--- config.mk ---
export PLATFORM = sky130hd
export DESIGN_NAME = msadpcm_ctrl
export DESIGN_NICKNAME = d
export VERILOG_FILES = /design/src/design/msadpcm_pkg.sv /design/src/design/msadpcm_ctrl.sv
export SDC_FILE = /design/constraint.sdc
export NUM_CORES = 1
export LEC_CHECK = 0
export BUFFER_PORTS_ARGS = -buffer_cell sky130_fd_sc_hd__buf_2
export CAP_MARGIN = 20
export CORE_UTILIZATION = 40
export DETAILED_ROUTE_END_ITERATION = 8
export PLACE_DENSITY = 0.57
export SLEW_MARGIN = 15
export SYNTH_ARGS = -nofsm -noshare
export SYNTH_HDL_FRONTEND = slang
export SYNTH_SLANG_ARGS = --single-unit
--- constraint.sdc ---
create_clock -name clk_i -period 3.7 [get_ports clk_i]
set_input_delay 0.185 -clock clk_i [delete_from_list [all_inputs] [get_ports clk_i]]
set_output_delay 0.185 -clock clk_i [all_outputs]
set_load 0.02 [all_outputs]
--- src/design/msadpcm_pkg.sv ---
// msadpcm_pkg: shared types, constants and tables of the ms adpcm block decoder
// no dependencies; imported by every module and interface of the block

package msadpcm_pkg;

  localparam int MaxBlockBytes = 4096;

  // configuration port
  localparam int CfgW    = 13;
  localparam int CfgIdxW = 1;
  localparam logic [CfgIdxW-1:0] CfgStereo     = 1'b0;
  localparam logic [CfgIdxW-1:0] CfgBlockBytes = 1'b1;

  // datapath widths
  localparam int SampleW = 16;
  localparam int CoefW   = 12;
  localparam int ProdW   = SampleW + CoefW;
  localparam int AccW    = ProdW + 1;
  localparam int CmpW    = 17;

  typedef enum logic [3:0] {
    DP_IDLE,
    DP_PRED,
    DP_FIELD,
    DP_MUL_C1,
    DP_MUL_C2,
    DP_MUL_STEP,
    DP_MUL_ADAPT,
    DP_WRITE,
    DP_EMIT
  } dp_op_e;

  typedef struct packed {
    dp_op_e     op;
    logic       capture;
    logic       ch;
    logic       first;
    logic [1:0] field;
    logic       hi_half;
    logic       code_lo;
    logic       emit_newer;
    logic       last;
  } dp_cmd_t;

  typedef struct packed {
    logic out_free;
  } dp_status_t;

  function automatic logic signed [CoefW-1:0] coef_one_f(input logic [2:0] idx);
    logic signed [CoefW-1:0] c;
    case (idx)
      3'd0:    c = 12'sd256;
      3'd1:    c = 12'sd512;
      3'd2:    c = 12'sd0;
      3'd3:    c = 12'sd192;
      3'd4:    c = 12'sd240;
      3'd5:    c = 12'sd460;
      3'd6:    c = 12'sd392;
      default: c = 12'sd256;
    endcase
    return c;
  endfunction

  function automatic logic signed [CoefW-1:0] coef_two_f(input logic [2:0] idx);
    logic signed [CoefW-1:0] c;
    case (idx)
      3'd0:    c = 12'sd0;
      3'd1:    c = -12'sd256;
      3'd2:    c = 12'sd0;
      3'd3:    c = 12'sd64;
      3'd4:    c = 12'sd0;
      3'd5:    c = -12'sd208;
      3'd6:    c = -12'sd232;
      default: c = 12'sd0;
    endcase
    return c;
  endfunction

  function automatic logic [9:0] adapt_f(input logic [3:0] code);
    logic [9:0] a;
    case (code)
      4'd0, 4'd1, 4'd2, 4'd3: a = 10'd230;
      4'd4:    a = 10'd307;
      4'd5:    a = 10'd409;
      4'd6:    a = 10'd512;
      4'd7:    a = 10'd614;
      4'd8:    a = 10'd768;
      4'd9:    a = 10'd614;
      4'd10:   a = 10'd512;
      4'd11:   a = 10'd409;
      4'd12:   a = 10'd307;
      default: a = 10'd230;
    endcase
    return a;
  endfunction

endpackage

--- src/design/msadpcm_ctrl.sv ---
// msadpcm_ctrl: configuration registers, block position and decode sequencer
// depends on msadpcm_pkg; issues commands to msadpcm_dp

module msadpcm_ctrl import msadpcm_pkg::*; #(
  parameter int MAX_BLOCK_BYTES = MaxBlockBytes
) (
  input  logic               clk_i,
  input  logic               rst_ni,
  input  logic               cfg_we_i,
  input  logic [CfgIdxW-1:0] cfg_idx_i,
  input  logic [CfgW-1:0]    cfg_wdata_i,
  input  logic               in_valid_i,
  input  logic               in_block_end_i,
  output logic               in_ready_o,
  output dp_cmd_t            cmd_o,
  input  dp_status_t         status_i
);

  localparam int PosW = $clog2(MAX_BLOCK_BYTES);
  localparam logic [CmpW-1:0] MaxLim = CmpW'(MAX_BLOCK_BYTES);
  localparam logic [CmpW-1:0] MinLim = CmpW'(16);

  typedef enum logic [6:0] {
    S_IDLE  = 7'b0000001,
    S_MUL1  = 7'b0000010,
    S_MUL2  = 7'b0000100,
    S_MUL3  = 7'b0001000,
    S_MUL4  = 7'b0010000,
    S_WRITE = 7'b0100000,
    S_EMIT  = 7'b1000000
  } state_e;

  state_e          state_q, state_d;
  logic [PosW-1:0] pos_q, pos_d;
  logic            code_q, code_d;
  logic [1:0]      emit_q, emit_d;
  logic            stereo_q;
  logic [CfgW-1:0] bbytes_q;

  logic [CmpW-1:0] chans, pos_ext, pos_inc, bb_ext, limit;
  logic            is_pred, is_field, last_hdr, accept, emit_last;
  logic [3:0]      q;

  assign chans    = stereo_q ? CmpW'(2) : CmpW'(1);
  assign pos_ext  = CmpW'(pos_q);
  assign pos_inc  = pos_ext + CmpW'(1);
  assign is_pred  = pos_ext < chans;
  assign is_field = pos_ext < CmpW'(7) * chans;
  assign last_hdr = pos_ext == CmpW'(7) * chans - CmpW'(1);
  assign q        = pos_q[3:0] - (stereo_q ? 4'd2 : 4'd1);
  assign bb_ext   = CmpW'(bbytes_q);
  assign limit    = (bb_ext < MinLim) ? MinLim : ((bb_ext > MaxLim) ? MaxLim : bb_ext);
  assign emit_last = emit_q == (stereo_q ? 2'd3 : 2'd1);

  assign in_ready_o = state_q == S_IDLE;
  assign accept     = in_valid_i && in_ready_o;

  always_comb begin
    state_d = state_q;
    pos_d   = pos_q;
    code_d  = code_q;
    emit_d  = emit_q;
    cmd_o   = '0;
    cmd_o.op = DP_IDLE;
    cmd_o.ch = stereo_q & code_q;
    cmd_o.code_lo = code_q;
    case (state_q)
      S_IDLE: begin
        if (accept) begin
          pos_d = (in_block_end_i || pos_inc >= limit) ? '0 : pos_inc[PosW-1:0];
          cmd_o.first = pos_q == '0;
          if (is_pred) begin
            cmd_o.op = DP_PRED;
            cmd_o.ch = pos_q[0];
          end else if (is_field) begin
            cmd_o.op      = DP_FIELD;
            cmd_o.field   = stereo_q ? q[3:2] : q[2:1];
            cmd_o.ch      = stereo_q & q[1];
            cmd_o.hi_half = q[0];
            if (last_hdr) begin
              emit_d  = 2'd0;
              state_d = S_EMIT;
            end
          end else begin
            cmd_o.op      = DP_MUL_C1;
            cmd_o.capture = 1'b1;
            cmd_o.ch      = 1'b0;
            cmd_o.code_lo = 1'b0;
            code_d        = 1'b0;
            state_d       = S_MUL2;
          end
        end
      end
      S_MUL1: begin
        cmd_o.op = DP_MUL_C1;
        state_d  = S_MUL2;
      end
      S_MUL2: begin
        cmd_o.op = DP_MUL_C2;
        state_d  = S_MUL3;
      end
      S_MUL3: begin
        cmd_o.op = DP_MUL_STEP;
        state_d  = S_MUL4;
      end
      S_MUL4: begin
        cmd_o.op = DP_MUL_ADAPT;
        state_d  = S_WRITE;
      end
      S_WRITE: begin
        if (status_i.out_free) begin
          cmd_o.op   = DP_WRITE;
          cmd_o.last = code_q;
          if (code_q) begin
            state_d = S_IDLE;
          end else begin
            code_d  = 1'b1;
            state_d = S_MUL1;
          end
        end
      end
      S_EMIT: begin
        cmd_o.ch         = stereo_q & emit_q[0];
        cmd_o.emit_newer = stereo_q ? emit_q[1] : emit_q[0];
        cmd_o.last       = emit_last;
        if (status_i.out_free) begin
          cmd_o.op = DP_EMIT;
          if (emit_last) begin
            state_d = S_IDLE;
          end else begin
            emit_d = emit_q + 2'd1;
          end
        end
      end
      default: begin
        state_d = S_IDLE;
      end
    endcase
  end

  always_ff @(posedge clk_i or negedge rst_ni) begin
    if (!rst_ni) begin
      state_q  <= S_IDLE;
      pos_q    <= '0;
      code_q   <= 1'b0;
      emit_q   <= '0;
      stereo_q <= 1'b0;
      bbytes_q <= CfgW'(256);
    end else begin
      state_q <= state_d;
      pos_q   <= pos_d;
      code_q  <= code_d;
      emit_q  <= emit_d;
      if (cfg_we_i) begin
        case (cfg_idx_i)
          CfgStereo:     stereo_q <= cfg_wdata_i[0];
          CfgBlockBytes: bbytes_q <= cfg_wdata_i;
          default: ;
        endcase
      end
    end
  end

endmodule

==> metrics <==
CTS Buf Count 5; Worst Path Required 3.92 ns; Initial DRC Count 69; Fillers 617; final worst-path cycle share 0.876; Post-Syn Area per Cell 9.30 um^2; htree depth 2; DP HPWL 4290 um; leakage 0.00133 uW; R2R Setup Slk 0.46 ns; Placement Cell Area 2780 um^2; Post-Synthesis Cells 274; Hold Crit Class in2async; worst hold slack -0.00442 ns; initial antenna violation count 0; max_slew headroom 0.442; Fin. Hold Viols 12; CP max stage delay 0.50 ns; Cells after DPL 375; num ports 34; Reg2Reg Launch Point bbytes_q[7]; Synth Flop Type dfrtp_1; total wire length 5550 um; clk slew on worst S/H paths 0.07 ns; CP Buf/Inv Count 0; Max-Cap Viols 0; overflow left after global routing 0; Seq/Total Area, Yosys 0.355; TritonCTS Sinks 36; warnings from Yosys 0; Fin Setup TNS 0 ns; Row Count 28; number of enable flip-flop cells after synthesis 0; critical path's top delay family simple AND/OR/NAND/NOR gates; first-pass GRT wire length 9320 um; Worst setup SP type flip-flop; synthesized area 2550 um^2; Distinct cells, synth 54; Detailed Routing Iterations Pass 1 4; final instance area 2880 um^2; core area 6030 um^2; # diodes 0; Avg Vias per Cell 5.62; maximum root-to-sink buffer count 2; Worst path slowest cell or4_1; hold buffers post-CTS 0; Post-DRT Antenna Nets 0; Port Buffer Count 33; Reg2Reg Depth 10; cell area power density 558 nW/um^2; Layout area overhead 13.1%; vias in the first global route 2018; layout cell share with drive strength beyond 1 0.214; initial core utilization 0.423; die width 81.8 um; largest net degree at the start of global routing 37; CTS root buf clkbuf_8; CP endpoint kind flip-flop; Yosys reg bits 36; postcts setup bufs 0; CTS tree built; Vias 2151; Setup Crit Path Kind reg2reg; unrepaired setup endpoints after global routing false; die area 6690 um^2; CP arrival 3.46 ns; GPL Wtd Cong 0.762; post-synth net total 313; Critical Path Fanout Max 9; Clock Skew 0.00648 ns; Max Fclk 309 MHz; Wirelength per Cell 14.5 um; Die Ht 81.8 um; min Tclk post-route 3.24 ns; Finished Layout Cells 383; Skew-Pair Late Insertion Delay 0.29 ns; VDD IR-drop max 0.294 mV; Final setup viols 0; Critical Path, Cell by Cell or4_1, nor4_1, a21oi_1, and2_1, ha_1, nor3b_1, o21ai_0, a21oi_1, and2_1, a32o_1; layout net count 346; Slew @ Worst Pin 0.837 ns; violated checks negative hold slack; fraction of registers with async set/reset 1.00; Worst R2R End pos_q[4]; Total GRT Usage 0.183; pins over their slew limit 0; DRC 0; Post-CTS Resized 0; status finished, violations left
==> routing by layer <==
layer | track usage | share of wire | vias up
li1 | - | - | 1086
met2 | 0.310 | 0.47 | 39
met4 | 0.0579 | 0.018 | 0
met1 | 0.234 | 0.48 | 1015
met5 | 0 | 0 | -
met3 | 0.0333 | 0.029 | 11
==> area by class of cell <==
cell class                 instances  area, um^2  area share
clock buffer                       8         100      0.0348
inverter                          20        75.1      0.0261
multi-input combinational        210        1540       0.533
sequential                        36         903       0.314
tap                               75        93.8      0.0326
timing repair buffer              34         173      0.0599
==> cell usage after synthesis (all sizes together) (2+ instances only) <==
library cell / n / area [um^2]
nor4: 9 / 90.1
ha: 18 / 225
dfstp: 2 / 52.6
mux2: 15 / 169
and2: 3 / 18.8
o31ai: 2 / 15.0
or3: 2 / 12.5
a32o: 10 / 100
and3: 5 / 31.3
or4: 3 / 22.5
nand3: 12 / 60.1
nor3b: 3 / 22.5
xor2: 5 / 43.8
xnor2: 9 / 78.8
nor3: 8 / 45.0
nor2: 22 / 82.6
o21ai: 11 / 55.1
buf: 5 / 22.5
a211oi: 5 / 37.5
dfrtp: 34 / 851
nand2b: 2 / 12.5
nor2b: 5 / 31.3
nand2: 23 / 86.3
clkbuf: 3 / 11.3
a21oi: 6 / 30.0
inv: 19 / 71.3
nand4: 8 / 56.3
o22ai: 2 / 12.5
a31oi: 3 / 18.8
o211ai: 2 / 15.0
==> registers in the layout, indices dropped and copies added, names as in the netlist <==
signal	cells
stereo_q	1
pos_q	12
emit_q	2
state_q	7
code_q	1
bbytes_q	13
==> through the flow <==
| step | hold slack (ns) | utilization | total power, uW | setup WS [ns] |
|---|---|---|---|---|
| floorplan | -0.111 | - | 1100 | 0.941 |
| global placement | 0.334 | 0.461 | 1300 | 0.462 |
| detailed placement | 0.334 | 0.461 | 1310 | 0.475 |
| CTS | 0.0249 | 0.478 | 1630 | 0.464 |
| global route | 0.0638 | 0.478 | 1740 | 0.257 |
| finish | -0.00442 | 0.478 | 1610 | 0.459 |
==> where the power goes <==
| group | internal [uW] | total (uW) | switching, uW |
|---|---|---|---|
| clock | 170 | 311 | 141 |
| sequential | 465 | 570 | 105 |
| combinational | 299 | 725 | 427 |
| total | 934 | 1610 | 673 |
==> logic make-up after synthesis <==
logic type / count (synthesis) / share of synthesized area
simple gates: 109 / 0.238
compound gates: 52 / 0.150
flops: 36 / 0.355
buf+inv: 28 / 0.0427
fa+ha+maj: 19 / 0.0963
mux: 16 / 0.0702
xor+xnor: 14 / 0.0481
==> how the worst max path moves through the flow <==
stage	start	to	slack (ns)	cells past startpoint
finish	bbytes_q[7]	pos_q[4]	0.46	10
global route	bbytes_q[7]	pos_q[1]	0.26	10
CTS	bbytes_q[7]	pos_q[11]	0.46	10
detailed placement	bbytes_q[7]	pos_q[9]	0.48	10
global placement	bbytes_q[7]	pos_q[11]	0.46	10
floorplan	bbytes_q[8]	pos_q[3]	0.94	10
==> placed cells by master (no fill, tap or decap), drive strengths merged, types with 2 or more instances in the layout <==
cell	netlist	layout
a211oi	5	5
a21oi	6	6
a31oi	3	3
a32o	10	10
and2	3	3
and3	5	5
buf	5	34
clkbuf	3	8
dfrtp	34	34
dfstp	2	2
ha	18	18
inv	19	19
mux2	15	15
nand2	23	23
nand2b	2	2
nand3	12	12
nand4	8	8
nor2	22	22
nor2b	5	5
nor3	8	8
nor3b	3	3
nor4	9	9
o211ai	2	2
o21ai	11	11
o22ai	2	2
o31ai	2	2
or3	2	2
or4	3	3
xnor2	9	9
xor2	5	5
==> worst register-to-register path, delay by kind of cell, from the launching register on <==
family | cells | cell delay [ns]
AOI/OAI and AO/OA | 4 | 0.87
DFF | 1 | 0.39
and+or+nand+nor | 5 | 1.65
adders and majority gates | 1 | 0.27
No activity file was read; power rests on OpenSTA's default activity.
