## src/design/msadpcm_pkg.sv

```systemverilog
// msadpcm_pkg: shared types, constants and tables of the ms adpcm block decoder
// no dependencies; imported by every module and interface of the block

package msadpcm_pkg;

  localparam int MaxBlockBytes = 4096;

  // configuration port
  localparam int CfgW    = 13;
  localparam int CfgIdxW = 1;
  localparam logic [CfgIdxW-1:0] CfgStereo     = 1'b0;
  localparam logic [CfgIdxW-1:0] CfgBlockBytes = 1'b1;

  // datapath widths
  localparam int SampleW = 16;
  localparam int CoefW   = 12;
  localparam int ProdW   = SampleW + CoefW;
  localparam int AccW    = ProdW + 1;
  localparam int CmpW    = 17;

  typedef enum logic [3:0] {
    DP_IDLE,
    DP_PRED,
    DP_FIELD,
    DP_MUL_C1,
    DP_MUL_C2,
    DP_MUL_STEP,
    DP_MUL_ADAPT,
    DP_WRITE,
    DP_EMIT
  } dp_op_e;

  typedef struct packed {
    dp_op_e     op;
    logic       capture;
    logic       ch;
    logic       first;
    logic [1:0] field;
    logic       hi_half;
    logic       code_lo;
    logic       emit_newer;
    logic       last;
  } dp_cmd_t;

  typedef struct packed {
    logic out_free;
  } dp_status_t;

  function automatic logic signed [CoefW-1:0] coef_one_f(input logic [2:0] idx);
    logic signed [CoefW-1:0] c;
    case (idx)
      3'd0:    c = 12'sd256;
      3'd1:    c = 12'sd512;
      3'd2:    c = 12'sd0;
      3'd3:    c = 12'sd192;
      3'd4:    c = 12'sd240;
      3'd5:    c = 12'sd460;
      3'd6:    c = 12'sd392;
      default: c = 12'sd256;
    endcase
    return c;
  endfunction

  function automatic logic signed [CoefW-1:0] coef_two_f(input logic [2:0] idx);
    logic signed [CoefW-1:0] c;
    case (idx)
      3'd0:    c = 12'sd0;
      3'd1:    c = -12'sd256;
      3'd2:    c = 12'sd0;
      3'd3:    c = 12'sd64;
      3'd4:    c = 12'sd0;
      3'd5:    c = -12'sd208;
      3'd6:    c = -12'sd232;
      default: c = 12'sd0;
    endcase
    return c;
  endfunction

  function automatic logic [9:0] adapt_f(input logic [3:0] code);
    logic [9:0] a;
    case (code)
      4'd0, 4'd1, 4'd2, 4'd3: a = 10'd230;
      4'd4:    a = 10'd307;
      4'd5:    a = 10'd409;
      4'd6:    a = 10'd512;
      4'd7:    a = 10'd614;
      4'd8:    a = 10'd768;
      4'd9:    a = 10'd614;
      4'd10:   a = 10'd512;
      4'd11:   a = 10'd409;
      4'd12:   a = 10'd307;
      default: a = 10'd230;
    endcase
    return a;
  endfunction

endpackage

```

## src/design/msadpcm_dp.sv

```systemverilog
// msadpcm_dp: channel state, shared multiplier, accumulator and output register
// depends on msadpcm_pkg; driven by msadpcm_ctrl commands

module msadpcm_dp import msadpcm_pkg::*; (
  input  logic                      clk_i,
  input  logic                      rst_ni,
  input  dp_cmd_t                   cmd_i,
  output dp_status_t                status_o,
  input  logic [7:0]                data_byte_i,
  output logic                      out_valid_o,
  input  logic                      out_ready_i,
  output logic signed [SampleW-1:0] sample_value_o,
  output logic                      sample_channel_o,
  output logic                      last_of_item_o,
  output logic                      bad_predictor_o
);

  localparam logic signed [AccW-1:0]    AccMin = AccW'(-32768);
  localparam logic signed [AccW-1:0]    AccMax = AccW'(32767);
  localparam logic signed [ProdW-9:0]   StepMin = (ProdW-8)'(16);
  localparam logic signed [ProdW-9:0]   StepMax = (ProdW-8)'(32767);

  logic signed [CoefW-1:0]   coef1_q [2];
  logic signed [CoefW-1:0]   coef2_q [2];
  logic signed [SampleW-1:0] step_q  [2];
  logic signed [SampleW-1:0] newer_q [2];
  logic signed [SampleW-1:0] older_q [2];
  logic [7:0]                hold_q;
  logic                      err_q;
  logic [7:0]                byte_q;
  logic signed [ProdW-1:0]   prod_q, prod_d;
  logic signed [AccW-1:0]    acc_q;
  logic                      out_valid_q;
  logic signed [SampleW-1:0] out_sample_q;
  logic                      out_ch_q, out_last_q, out_bad_q;

  logic [3:0]                nib;
  logic signed [SampleW-1:0] mul_a;
  logic signed [CoefW-1:0]   mul_b;
  logic signed [AccW-9:0]    acc_div;
  logic signed [ProdW-9:0]   prod_div;
  logic signed [SampleW-1:0] sample_new, step_new, emit_val;
  logic                      pred_bad;
  logic [2:0]                pred_idx;
  logic [SampleW-1:0]        hdr_word;
  logic                      out_load;

  assign nib      = cmd_i.code_lo ? byte_q[3:0] : byte_q[7:4];
  assign pred_bad = data_byte_i > 8'd6;
  assign pred_idx = pred_bad ? 3'd0 : data_byte_i[2:0];
  assign hdr_word = {data_byte_i, hold_q};

  always_comb begin
    case (cmd_i.op)
      DP_MUL_C1: begin
        mul_a = newer_q[cmd_i.ch];
        mul_b = coef1_q[cmd_i.ch];
      end
      DP_MUL_C2: begin
        mul_a = older_q[cmd_i.ch];
        mul_b = coef2_q[cmd_i.ch];
      end
      DP_MUL_STEP: begin
        mul_a = step_q[cmd_i.ch];
        mul_b = CoefW'($signed(nib));
      end
      DP_MUL_ADAPT: begin
        mul_a = step_q[cmd_i.ch];
        mul_b = $signed({2'b00, adapt_f(nib)});
      end
      default: begin
        mul_a = '0;
        mul_b = '0;
      end
    endcase
  end

  assign prod_d = ProdW'(mul_a) * ProdW'(mul_b);

  // division by 256 rounding toward zero
  assign acc_div  = $signed(acc_q[AccW-1:8])
                  + (AccW-8)'(acc_q[AccW-1] && (acc_q[7:0] != 8'd0));
  assign prod_div = $signed(prod_q[ProdW-1:8])
                  + (ProdW-8)'(prod_q[ProdW-1] && (prod_q[7:0] != 8'd0));

  always_comb begin
    if (acc_q < AccMin) begin
      sample_new = SampleW'(AccMin);
    end else if (acc_q > AccMax) begin
      sample_new = SampleW'(AccMax);
    end else begin
      sample_new = acc_q[SampleW-1:0];
    end
    if (prod_div < StepMin) begin
      step_new = SampleW'(StepMin);
    end else if (prod_div > StepMax) begin
      step_new = SampleW'(StepMax);
    end else begin
      step_new = prod_div[SampleW-1:0];
    end
  end

  assign emit_val = cmd_i.emit_newer ? newer_q[cmd_i.ch] : older_q[cmd_i.ch];
  assign out_load = (cmd_i.op == DP_WRITE) || (cmd_i.op == DP_EMIT);

  always_ff @(posedge clk_i or negedge rst_ni) begin
    if (!rst_ni) begin
      for (int i = 0; i < 2; i++) begin
        coef1_q[i] <= '0;
        coef2_q[i] <= '0;
        step_q[i]  <= SampleW'(16);
        newer_q[i] <= '0;
        older_q[i] <= '0;
      end
      hold_q      <= '0;
      err_q       <= 1'b0;
      out_valid_q <= 1'b0;
    end else begin
      case (cmd_i.op)
        DP_PRED: begin
          coef1_q[cmd_i.ch] <= coef_one_f(pred_idx);
          coef2_q[cmd_i.ch] <= coef_two_f(pred_idx);
          err_q             <= cmd_i.first ? pred_bad : (err_q | pred_bad);
        end
        DP_FIELD: begin
          if (!cmd_i.hi_half) begin
            hold_q <= data_byte_i;
          end else begin
            case (cmd_i.field)
              2'd0:    step_q[cmd_i.ch]  <= $signed(hdr_word);
              2'd1:    newer_q[cmd_i.ch] <= $signed(hdr_word);
              2'd2:    older_q[cmd_i.ch] <= $signed(hdr_word);
              default: ;
            endcase
          end
        end
        DP_WRITE: begin
          step_q[cmd_i.ch]  <= step_new;
          older_q[cmd_i.ch] <= newer_q[cmd_i.ch];
          newer_q[cmd_i.ch] <= sample_new;
        end
        default: ;
      endcase
      if (out_load) begin
        out_valid_q <= 1'b1;
      end else if (out_ready_i) begin
        out_valid_q <= 1'b0;
      end
    end
  end

  // arithmetic and output payload
  always_ff @(posedge clk_i) begin
    if (cmd_i.capture) begin
      byte_q <= data_byte_i;
    end
    // adapted step product held while the write waits for the output
    if (cmd_i.op != DP_IDLE) begin
      prod_q <= prod_d;
    end
    case (cmd_i.op)
      DP_MUL_C2:    acc_q <= AccW'(prod_q);
      DP_MUL_STEP:  acc_q <= acc_q + AccW'(prod_q);
      DP_MUL_ADAPT: acc_q <= AccW'(acc_div) + AccW'(prod_q);
      default: ;
    endcase
    if (out_load) begin
      out_sample_q <= (cmd_i.op == DP_WRITE) ? sample_new : emit_val;
      out_ch_q     <= cmd_i.ch;
      out_last_q   <= cmd_i.last;
      out_bad_q    <= err_q;
    end
  end

  assign status_o.out_free = !out_valid_q || out_ready_i;
  assign out_valid_o       = out_valid_q;
  assign sample_value_o    = out_sample_q;
  assign sample_channel_o  = out_ch_q;
  assign last_of_item_o    = out_last_q;
  assign bad_predictor_o   = out_bad_q;

endmodule

```

## config.mk

```make
export PLATFORM = sky130hd
export DESIGN_NAME = msadpcm_dp
export DESIGN_NICKNAME = d
export VERILOG_FILES = /design/src/design/msadpcm_pkg.sv /design/src/design/msadpcm_dp.sv
export SDC_FILE = /design/constraint.sdc
export NUM_CORES = 1
export LEC_CHECK = 0
export ABC_AREA = 1
export ABC_CLOCK_PERIOD_IN_PS = 8800
export BUFFER_PORTS_ARGS = -buffer_cell sky130_fd_sc_hd__buf_2
export CORE_MARGIN = 3
export CORE_UTILIZATION = 65
export CTS_CLUSTER_SIZE = 8
export DETAILED_ROUTE_END_ITERATION = 10
export GPL_TIMING_DRIVEN = 0
export PLACE_DENSITY = 0.82
export SLEW_MARGIN = 25
export SYNTH_ARGS = -nofsm -noshare
export SYNTH_HDL_FRONTEND = slang
export SYNTH_SLANG_ARGS = --single-unit
```

## constraint.sdc

```tcl
create_clock -name clk_i -period 8.8 [get_ports clk_i]
set_input_delay 1.76 -clock clk_i [delete_from_list [all_inputs] [get_ports clk_i]]
set_output_delay 1.76 -clock clk_i [all_outputs]
set_load 0.02 [all_outputs]
```

==> results.md <==
Finish
- 0.0224 mm2 — final non-filler cell area
- 8.15% — Syn-to-layout area delta
- 3,071 — number of nets in the layout
- 2,503 — fill cell total of the finished layout
- 0.0126 mm2 — footprint of the multi-input gates
- 0 — antenna diode instance count
- 7.77% — share of final-layout standard cells stronger than drive strength 1
- 0.00573 mm2 — area of all sequential standard cells

Placed design
- 43 — # port buffers
- 0.0215 mm2 — placed cell area
- -0.133 ns — worst setup timing slack at the placement stage
- 1.05 — gp weighted congestion
- 49,700 um — final HPWL from detailed placement

Setup path
- in -> reg — CP Class
- 8.91 ns — critical path data arrival time
- 1.60 ns — register-to-register setup slack
- 7 — combined buffer and inverter count along the critical path
- 10 — worst-path fanout max
- sky130_fd_sc_hd__a21oi_1 — master of the slowest instance on the critical path
- cmd_i[7] — critical path launch point
- 27 — number of cells traversed by the worst register-to-register path
- primary input — crit path launch type
- byte_q[5] — reg-to-reg critical path startpoint
- 9.12 ns — data required time of the worst path
- flop — endpoint type of the worst setup path
- 25 — cell count along the critical path
- 0.84 ns — delay contributed by the slowest stage of the critical path
- adder cells — kind of cell with the highest combined delay on the critical path

Route
- 18,900 — number of vias in the routed layout
- 2,128 — number of design-rule violations left by the first detailed-router iteration
- 62,200 um — final WL
- 5.93 — routed via count divided by cell count
- 0 — DRC violation count after routing
- 19.5 um — wire per inst
- 0 — Antenna Violating Nets Remaining
- 8 — DR pass1 iterations

Power and ir drop
- 0.159 mV — Peak VDD IR
- 0.00226 W — internal power component
- 0.00358 W — total power
- 36.7% — share of total power consumed by net switching
- 0.00131 W — switching power
- 30.6% — proportion of power drawn by the clock network
- 160 mW/mm2 — pwr dens
- 31.4% — Comb power frac
- 38.0% — share of power burned in registers
- 11.3 nW — static leakage power

Timing
- false — unrepaired setup endpoints after global routing
- 97.7% — final worst path period share
- 0 — count of final max-slew check failures
- 0.0230 ns — final clock skew
- 116 MHz — highest clock rate
- 0 — final hold viol count
- 0.206 ns — worst path setup slack after routing
- 0 ns — final-layout setup total negative slack
- 26.2% — Relative slew margins
- 1.11 ns — measured slew at the worst slew-check pin
- 8.59 ns — final critical-path required period
- 0 — setup violators final

Synthesis
- 60.4% — Post-synth ARST share
- 84 — EDFF count, synth
- 59 — number of distinct library cell variants in the gate-level netlist after synthesis
- 12.0% — area fraction in compound gates after synthesis
- 17.3% — area fraction of the dominant cell type after synthesis
- 2,695 — Gate Count Post-Synth
- adder cells — largest family of logic cells by synthesized area
- sky130_fd_sc_hd__fa_1 (17%), sky130_fd_sc_hd__dfrtp_1 (15%), sky130_fd_sc_hd__edfxtp_1 (12%) — Area contributors post-synth
- 2,994 — net count after synthesis
- 212 — #FFs+latches synth
- 27.7% — register area share after synthesis
- sky130_fd_sc_hd__nand2_1 (632), sky130_fd_sc_hd__inv_1 (510), sky130_fd_sc_hd__nor2_1 (272) — top post-synthesis cells by count
- 7.68 um2 — syn_area_per_cell
- sky130_fd_sc_hd__nand2_1 — cell with the most instances after synthesis
- 22.1% — basic-gate share of the synthesized area counting and, or, nand and nor cells
- 2.24% — xor-xnor portion of the synthesized cell area
- 0 — synth warn
- sky130_fd_sc_hd__fa_1 — library cell occupying the most area in the post-synthesis netlist
- 1.35% — multiplexer share of the synthesized area
- 23.1% — post-synthesis adder-cell area fraction
- sky130_fd_sc_hd__dfrtp_1 — Main synth FF type
- 0.0207 mm2 — Netlist Area Pre-Place

Clocking
- sky130_fd_sc_hd__clkbuf_16 — cell chosen for the clock root
- 1 — CTS H-tree lvls
- 0.59 ns — worst-skew pair later-pin latency
- 0.05 ns — clock slew at the register clock pins of the worst setup and hold paths
- 0 — CTS Hold Buffers Added
- 3 — Bufs on Longest Clock Path
- 212 — CTS sink count
- done — TritonCTS clock tree
- 0 — cells resized by post-CTS repair
- 0 — number of buffers inserted by post-CTS setup repair
- 30 — Num CTS Buffers

Worst hold path
- 0 — cell depth of the worst min-delay path
- err_q — launch instance of the worst min-delay path
- reg -> reg — type of the worst min-delay path

Global routing
- 97,500 um — global-route wire length before repair
- 88 — maximum number of pins on one net before global-route repair
- 0 — residual overflow from global routing
- 36.9% — global-route total usage across every layer
- 18,400 — number of global-route vias before repair
- 1 — initial antenna violation count

Die
- 66.8% — Starting Density
- 45 — I/O pin count
- 0.0340 mm2 — die area
- 64 — cell row count
- 184 um — Chip Height
- 0.0310 mm2 — core region area
- 184 um — chip width

Run
- 0 — number of max-cap violations

Status
- finished clean — outcome

-- path summary, 6_finish.rpt --
check,endpoint
worst max-delay path,prod_q[23]
worst min-delay path,bad_predictor_o
worst max register to register,prod_q[22]
worst min register to register,bad_predictor_o
max in group asynchronous,step_q[4]
min in group asynchronous,older_q[30]
-- logic make-up after synthesis --
logic type               count (synthesis)
XOR/XNOR                                53
multiplexers                            25
buffers and inverters                  609
AO/OA/AOI/OAI                          419
adder cells (fa/ha/maj)                275
flip-flops                             212
AND/OR/NAND/NOR                       1102
-- power groups by stage --
stage	Combinational, W	Sequential, W	Clock, W
2_1_floorplan	0.000777	0.00134	0
6_report	0.00112	0.00136	0.00110
5_1_grt	0.00125	0.00137	0.00113
3_5_place_dp	0.00109	0.00137	0
3_3_place_gp	0.00105	0.00136	0
4_1_cts	0.00110	0.00135	0.00109
-- flip-flops by register name (all words and copies together), names as in the netlist --
register          count
newer_q              32
older_q              32
step_q               32
acc_q                29
prod_q               28
sample_value_o       16
coef1_q              13
coef2_q               9
byte_q                8
hold_q                8
bad_predictor_o       1
err_q                 1
last_of_item_o        1
out_valid_o           1
sample_channel_o      1
-- per-layer routing --
| metal | GRT usage [%] | routed length (um) |
|---|---|---|
| met5 | 0 | 11 |
| met3 | 8.37 | 6820 |
| met1 | 49.0 | 24200 |
| met4 | 13.4 | 2620 |
| met2 | 60.0 | 28600 |
-- cell usage in the layout (no fill, tap or decap), types with 43 or more instances in the layout --
cell                       synthesis  layout
sky130_fd_sc_hd__nand3_1          86      86
sky130_fd_sc_hd__buf_2            38      80
sky130_fd_sc_hd__edfxtp_1         84      84
sky130_fd_sc_hd__ha_1             96      96
sky130_fd_sc_hd__clkbuf_1         22      43
sky130_fd_sc_hd__nand2_1         632     631
sky130_fd_sc_hd__a21oi_1         111     108
sky130_fd_sc_hd__o21ai_0         163     163
sky130_fd_sc_hd__nor2_1          272     272
sky130_fd_sc_hd__fa_1            179     179
sky130_fd_sc_hd__dfrtp_1         126     126
sky130_fd_sc_hd__inv_1           510     510
-- through the flow --
step                      hold WS, ns  cells  utilization (%)
after floorplan                 0.425   2695                -
after global placement          0.444   3134             69.1
after detailed placement        0.460   3136             69.3
after CTS                       0.473   3190             72.2
after global routing            0.475   3190             72.2
final                           0.483   3190             72.2
-- final cells by class --
class | count | share of cell area, %
Clock buffer | 53 | 3.83
Sequential cell | 212 | 25.6
Clock inverter | 1 | 0.134
Tap cell | 396 | 2.21
Timing Repair Buffer | 45 | 1.25
Buffer | 79 | 1.78
Inverter | 530 | 8.89
Multi-Input combinational cell | 1874 | 56.3
(Power assumes the default switching activity.)
